File: config.mk
export PLATFORM = sky130hd
export DESIGN_NAME = cse_ctrl
export DESIGN_NICKNAME = d
export VERILOG_FILES = /design/src/cse_pkg.sv /design/src/cse_ctrl.sv
export SDC_FILE = /design/constraint.sdc
export NUM_CORES = 1
export LEC_CHECK = 0
export BUFFER_PORTS_ARGS = -buffer_cell sky130_fd_sc_hd__buf_4
export CAP_MARGIN = 10
export CORE_AREA = 2 2 39 41
export DETAILED_ROUTE_END_ITERATION = 6
export DIE_AREA = 0 0 41 43
export PLACE_DENSITY_LB_ADDON = 0.05
export SLEW_MARGIN = 20
export SYNTH_ARGS = -nofsm -noshare
export SYNTH_HDL_FRONTEND = slang
export SYNTH_SLANG_ARGS = --single-unit
File: constraint.sdc
create_clock -name clk_i -period 1.45 [get_ports clk_i]
set_clock_uncertainty 0.2 [all_clocks]
set_input_delay 0.29 -clock clk_i [delete_from_list [all_inputs] [get_ports clk_i]]
set_output_delay 0.29 -clock clk_i [all_outputs]
set_load 0.005 [all_outputs]
File: src/cse_pkg.sv
// ----------------------------------------------------------------------------
// Cosine similarity engine package
// Shared widths, controller states and command/status types.
// ----------------------------------------------------------------------------
package cse_pkg;

  localparam int unsigned ElemBits = 16;
  localparam int unsigned AccBits  = 44;
  localparam int unsigned MaxLen   = 4096;
  localparam int unsigned CntBits  = $clog2(MaxLen + 1);
  localparam int unsigned ProdBits = 2 * AccBits;       // na * nb
  localparam int unsigned CmpBits  = ProdBits + 30;     // prod * t*t, target
  localparam int unsigned MagBits  = 15;
  localparam logic signed [15:0] SimMinusOne = 16'sh8000;

  typedef enum logic [2:0] {
    ST_ACC,     // accumulate pairs
    ST_PROD,    // settle the sums, start the products
    ST_MUL,     // norm product and dot square, one partial product per cycle
    ST_SEARCH,  // form the trial for one magnitude bit
    ST_CHECK,   // compare trial against target
    ST_OUT      // load result into the output register
  } state_e;

  typedef struct packed {
    logic acc_en;
    logic prod_en;
    logic mul_en;
    logic trial_en;
    logic check_en;
    logic load;
    logic clear;
  } cmd_t;

  typedef struct packed {
    logic bit_done;
    logic mul_done;
    logic zero;
  } status_t;

endpackage

File: src/cse_ctrl.sv
// ----------------------------------------------------------------------------
// Cosine similarity controller
// Sequences accumulation, the magnitude search and the result transaction.
// ----------------------------------------------------------------------------
module cse_ctrl (
  input  logic               clk_i,
  input  logic               rst_ni,
  input  logic               in_valid_i,
  input  logic               in_last_i,
  output logic               in_ready_o,
  output logic               out_valid_o,
  input  logic               out_ready_i,
  input  cse_pkg::status_t   sts_i,
  output cse_pkg::cmd_t      cmd_o
);

  cse_pkg::state_e state_q, state_d;
  logic wait_q, wait_d;
  logic out_v_q, out_v_d;

  // State register
  always_ff @(posedge clk_i or negedge rst_ni) begin
    if (!rst_ni) begin
      state_q <= cse_pkg::ST_ACC;
      wait_q  <= 1'b0;
      out_v_q <= 1'b0;
    end else begin
      state_q <= state_d;
      wait_q  <= wait_d;
      out_v_q <= out_v_d;
    end
  end

  assign out_valid_o = out_v_q;

  // Next state and commands
  always_comb begin
    state_d     = state_q;
    wait_d      = 1'b0;
    cmd_o       = '0;
    in_ready_o  = 1'b0;
    out_v_d     = out_v_q;
    case (state_q)
      cse_pkg::ST_ACC: begin
        in_ready_o   = 1'b1;
        cmd_o.acc_en = in_valid_i;
        if (in_valid_i && in_last_i) state_d = cse_pkg::ST_PROD;
      end
      cse_pkg::ST_PROD: begin
        // let the last product land in the sums first
        wait_d = 1'b1;
        if (wait_q) begin
          cmd_o.prod_en = 1'b1;
          state_d = sts_i.zero ? cse_pkg::ST_OUT : cse_pkg::ST_MUL;
        end
      end
      cse_pkg::ST_MUL: begin
        cmd_o.mul_en = 1'b1;
        if (sts_i.mul_done) state_d = cse_pkg::ST_SEARCH;
      end
      cse_pkg::ST_SEARCH: begin
        cmd_o.trial_en = 1'b1;
        state_d = cse_pkg::ST_CHECK;
      end
      cse_pkg::ST_CHECK: begin
        cmd_o.check_en = 1'b1;
        state_d = sts_i.bit_done ? cse_pkg::ST_OUT : cse_pkg::ST_SEARCH;
      end
      cse_pkg::ST_OUT: begin
        // load once the previous result has gone
        if (!out_v_q || out_ready_i) begin
          cmd_o.load  = 1'b1;
          cmd_o.clear = 1'b1;
          state_d = cse_pkg::ST_ACC;
        end
      end
      default: state_d = cse_pkg::ST_ACC;
    endcase
    // Hold the result until its transaction
    if (cmd_o.load) out_v_d = 1'b1;
    else if (out_ready_i) out_v_d = 1'b0;
  end

endmodule

Word level (Yosys, flattened, before mapping)
Index checks and enable logic that the tools add are counted.
Cells by class
  equal/unequal tests: 9
  mux-type cells: 19
  reduce and logical (&&, ||, !) cells: 6
Operators with widths (number)
  3-bit two-way mux: 6
  3-bit case mux with 6 select lines: 1
  1-bit two-way mux: 10
  2-bit inequality test, second input constant: 4
  3-bit by 2-bit equality test with 1-bit output, second input constant: 2
  3-bit equality test, second input constant: 2
  2-bit two-way mux: 2
  4-bit AND reduction: 1
  3-bit by 1-bit equality test with 1-bit output, second input constant: 1
  3-bit logical NOT: 1
  2-bit nonzero test: 1
  1-bit logical AND: 1
  1-bit logical NOT: 1
  1-bit logical OR: 1
Storage, ports and cells
  register bits after elaboration: 5
  output and inout port bits: 9
  word-level logic and storage cells: 37

Depth between registers and ports, before layout
  depth after elaboration: 5
  mapped depth: 5

Worst setup path before layout
OpenSTA, ideal clock, no wires.
  path kind: reg2reg
  start: register state_q[0]
  end: register state_q[0]
  setup time: 0.125 ns
  data arrival time: 1.269 ns
  setup slack: -0.143 ns
  stages on the path, launching flop included: 4
  path buffers: 0
  period minus slack after synthesis: 1.593 ns
  cell sequence: dfrtp_1 -> and3b_1 -> a2111oi_2 -> mux2_2
On the way
  word-level cells in the longest chain between the ends: 3
  elaborated cells between the ends (all ways): 12
  those cells by class: eq/ne (9); mux (1); reduce/logical (2)
Ends and longest elaborated chain
  start: declaration: line cse_ctrl.sv:17  | cse_pkg::state_e state_q, state_d;
  start signal: assignment: line cse_ctrl.sv:24  | state_q <= cse_pkg::ST_ACC;
  start signal: assignment: line cse_ctrl.sv:28  | state_q <= state_d;
  3-bit equality test (tied with other cells): line cse_ctrl.sv:43  | case (state_q)
  2-bit inequality test (no line)
  4-bit AND reduction (no line)
Several ways; a longest one is shown, not always the timed one.
A chain may end at the register's enable or synchronous reset.

==> reports/qor.txt <==
outcome: finished with violations
failing checks: negative setup slack
DP Wirelength: 713 um
average size of a mapped cell: 9.54 um^2
GRT met2 Usage: 0.244
syn nets: 45
CTS tree: built
Post-Route WL: 1180 um
Max Clock Freq: 589 MHz
Mapped Area: 353 um^2
Max Slew Vio Count: 0
IR Drop Worst-Case VDD: 760 uV
clk_lat worst skew: 0.24 ns
total CTS buffers: 3
period utilisation layout: 1.17
Setup crit end kind: output pin
most common cell after layout, fill and taps aside: buf_4
Setup TNS Final: -2.08 ns
antenna cells: 0
clk sinks: 5
fin nets: 80
placed inst area: 531 um^2
worst hold path type: in2reg
met3 usage: 0.0209
routability-driven placement congestion ratio: 0.748
initial antenna violation count: 0
DIE AREA: 1760 um^2
vias in the first global route: 435
CP Data Required Time: 0.96 ns
worst-case reg-to-reg path depth: 5
Synth warnings: 0
share of layout cells above drive strength 1: 0.746
htree depth: 1
Static Leakage: 0.347 nW
Residual DRC: 0
Vias: 390
Die X: 41 um
Die H: 43 um
cells after synthesis: 37
Worst path slowest cell: dfrtp_1
clock tree buffer depth: 2
Pre-antenna DRT Iters: 2
r2r endpoint: state_q[0]
final hold violations: 0
GR Layer Usage met1: 0.208
Buffers on Ports: 16
Initial DRC Count: 3
commonest non-fill, non-tap cells in the layout: buf_4, buf_6, clkbuf_4, dfrtp_1
synthesis-to-finish area growth: 111%
worst-path maximum fanout: 3
Total GRT Usage: 0.156
worst reg-to-reg setup slack: -0.24 ns
crit path DAT: 1.21 ns
max incr delay on CP: 0.43 ns
num ports: 17
synth unique cells: 24
Worst Slack Setup Final: -0.246 ns
critical path endpoint: cmd_o[6]
crit path launch: state_q[0]
CTS root buffer: clkbuf_4
Power Density: 2120 nW/um^2
core area: 1380 um^2
Final Critical Period: 1.70 ns
clock slew at reported path FFs: 0.05 ns
layer with the highest usage: met2
grt total ovfl: 0
Worst Tran Pin Value: 0.343 ns
Reg2Reg Launch Point: state_q[0]
largest net degree at the start of global routing: 9
first-pass GRT wire length: 1890 um
final setup vio count: 10
DR WL/cell: 13.6 um
drt via density: 4.48
Post-DRT Antenna Nets: 0
register area share after synthesis: 0.355
Rel. slew slack: 0.771
RSZ-0062 raised after global routing: true
Final Cell Area: 743 um^2
max-cap check violation count: 0
final core utilization: 0.537
crit path kind: reg2out
synthesis-stage register bit count: 5
CP Cell Sequence: buf_6, nor3_4, and2_1, buf_4
Initial Util: 0.255
Rows: 14
number of fill cells: 129
Setup crit start kind: flip-flop
==> cells by family after synthesis <==
family	synth area share
simple gates	0.344
compound gates	0.149
buf+inv	0.121
flops	0.355
mux	0.0319
==> cell usage after synthesis <==
| library cell | number | share of area |
|---|---|---|
| a2111oi_2 | 1 | 0.043 |
| a2bb2oi_1 | 1 | 0.025 |
| a32oi_1 | 1 | 0.025 |
| and2_1 | 2 | 0.035 |
| and3b_1 | 1 | 0.025 |
| buf_2 | 1 | 0.014 |
| buf_4 | 3 | 0.064 |
| buf_6 | 1 | 0.032 |
| dfrtp_1 | 5 | 0.35 |
| inv_1 | 1 | 0.011 |
| mux2_2 | 1 | 0.032 |
| nand2_1 | 1 | 0.011 |
| nand2b_1 | 2 | 0.035 |
| nand3_1 | 1 | 0.014 |
| nand4bb_1 | 1 | 0.032 |
| nor2_1 | 3 | 0.032 |
| nor2b_1 | 1 | 0.018 |
| nor3_1 | 2 | 0.028 |
| nor3b_1 | 3 | 0.064 |
| o21ai_0 | 1 | 0.014 |
| o22ai_1 | 1 | 0.018 |
| o31a_1 | 1 | 0.025 |
| or2b_2 | 1 | 0.025 |
| or3b_1 | 1 | 0.025 |
==> area by class of cell <==
class | count | area (um^2) | share of cell area
repair buffers | 35 | 299 | 0.402
multi-input cells | 26 | 267 | 0.359
flip-flops and latches | 5 | 128 | 0.172
clock buffers | 4 | 26.3 | 0.0354
well taps | 16 | 20.0 | 0.0269
inverters | 1 | 3.75 | 0.00505
==> metrics by stage <==
step / total power [W] / setup slack (ns) / hold slack, ns / cells
after floorplan: 0.000671 / -0.0212 / -0.206 / 37
after global placement: 0.000957 / -0.114 / -0.105 / 72
after detailed placement: 0.000953 / -0.112 / -0.101 / 72
after CTS: 0.00135 / -0.245 / 0.157 / 85
after global routing: 0.00168 / -0.295 / 0.176 / 87
final: 0.00158 / -0.246 / 0.154 / 87
==> how the worst min path moves through the flow <==
stage,start,slack [ns],end,cells past startpoint
6_report,sts_i[2],0.15,state_q[2],3
5_1_grt,sts_i[2],0.18,state_q[2],3
4_1_cts,sts_i[2],0.16,state_q[2],3
3_5_place_dp,rst_ni,-0.10,out_valid_o,1
3_3_place_gp,rst_ni,-0.11,out_valid_o,1
2_1_floorplan,rst_ni,-0.21,out_valid_o,0
==> power breakdown <==
| part | internal, W | switching [W] |
|---|---|---|
| clock network | 0.000104 | 0.0000582 |
| logic | 0.000695 | 0.000418 |
| registers | 0.000205 | 0.0000947 |
| total | 0.00100 | 0.000571 |
==> state kept, by name, indices dropped and copies added (netlist names) <==
| signal | flops |
|---|---|
| out_valid_o | 1 |
| state_q | 3 |
| wait_q | 1 |
==> metal layers <==
layer | share of wire | wire [um]
met1 | 0.43 | 512
met2 | 0.53 | 627
met3 | 0.035 | 41
met4 | 0 | 0
met5 | 0 | 0
==> repair_timing <==
item,CTS,global route
gates resized for setup,9,17
endpoints found under the setup margin,10,10
endpoints found under the hold margin,5,0
pin swaps,3,4
setup buffers,8,2
hold buffers,1,0
==> critical path: cells and delay by family (launching register included) <==
family        cells  cell delay, ns
flops             1            0.43
simple gates      2            0.29
buf+inv           2            0.25
Power figures use the tool's default switching activity.
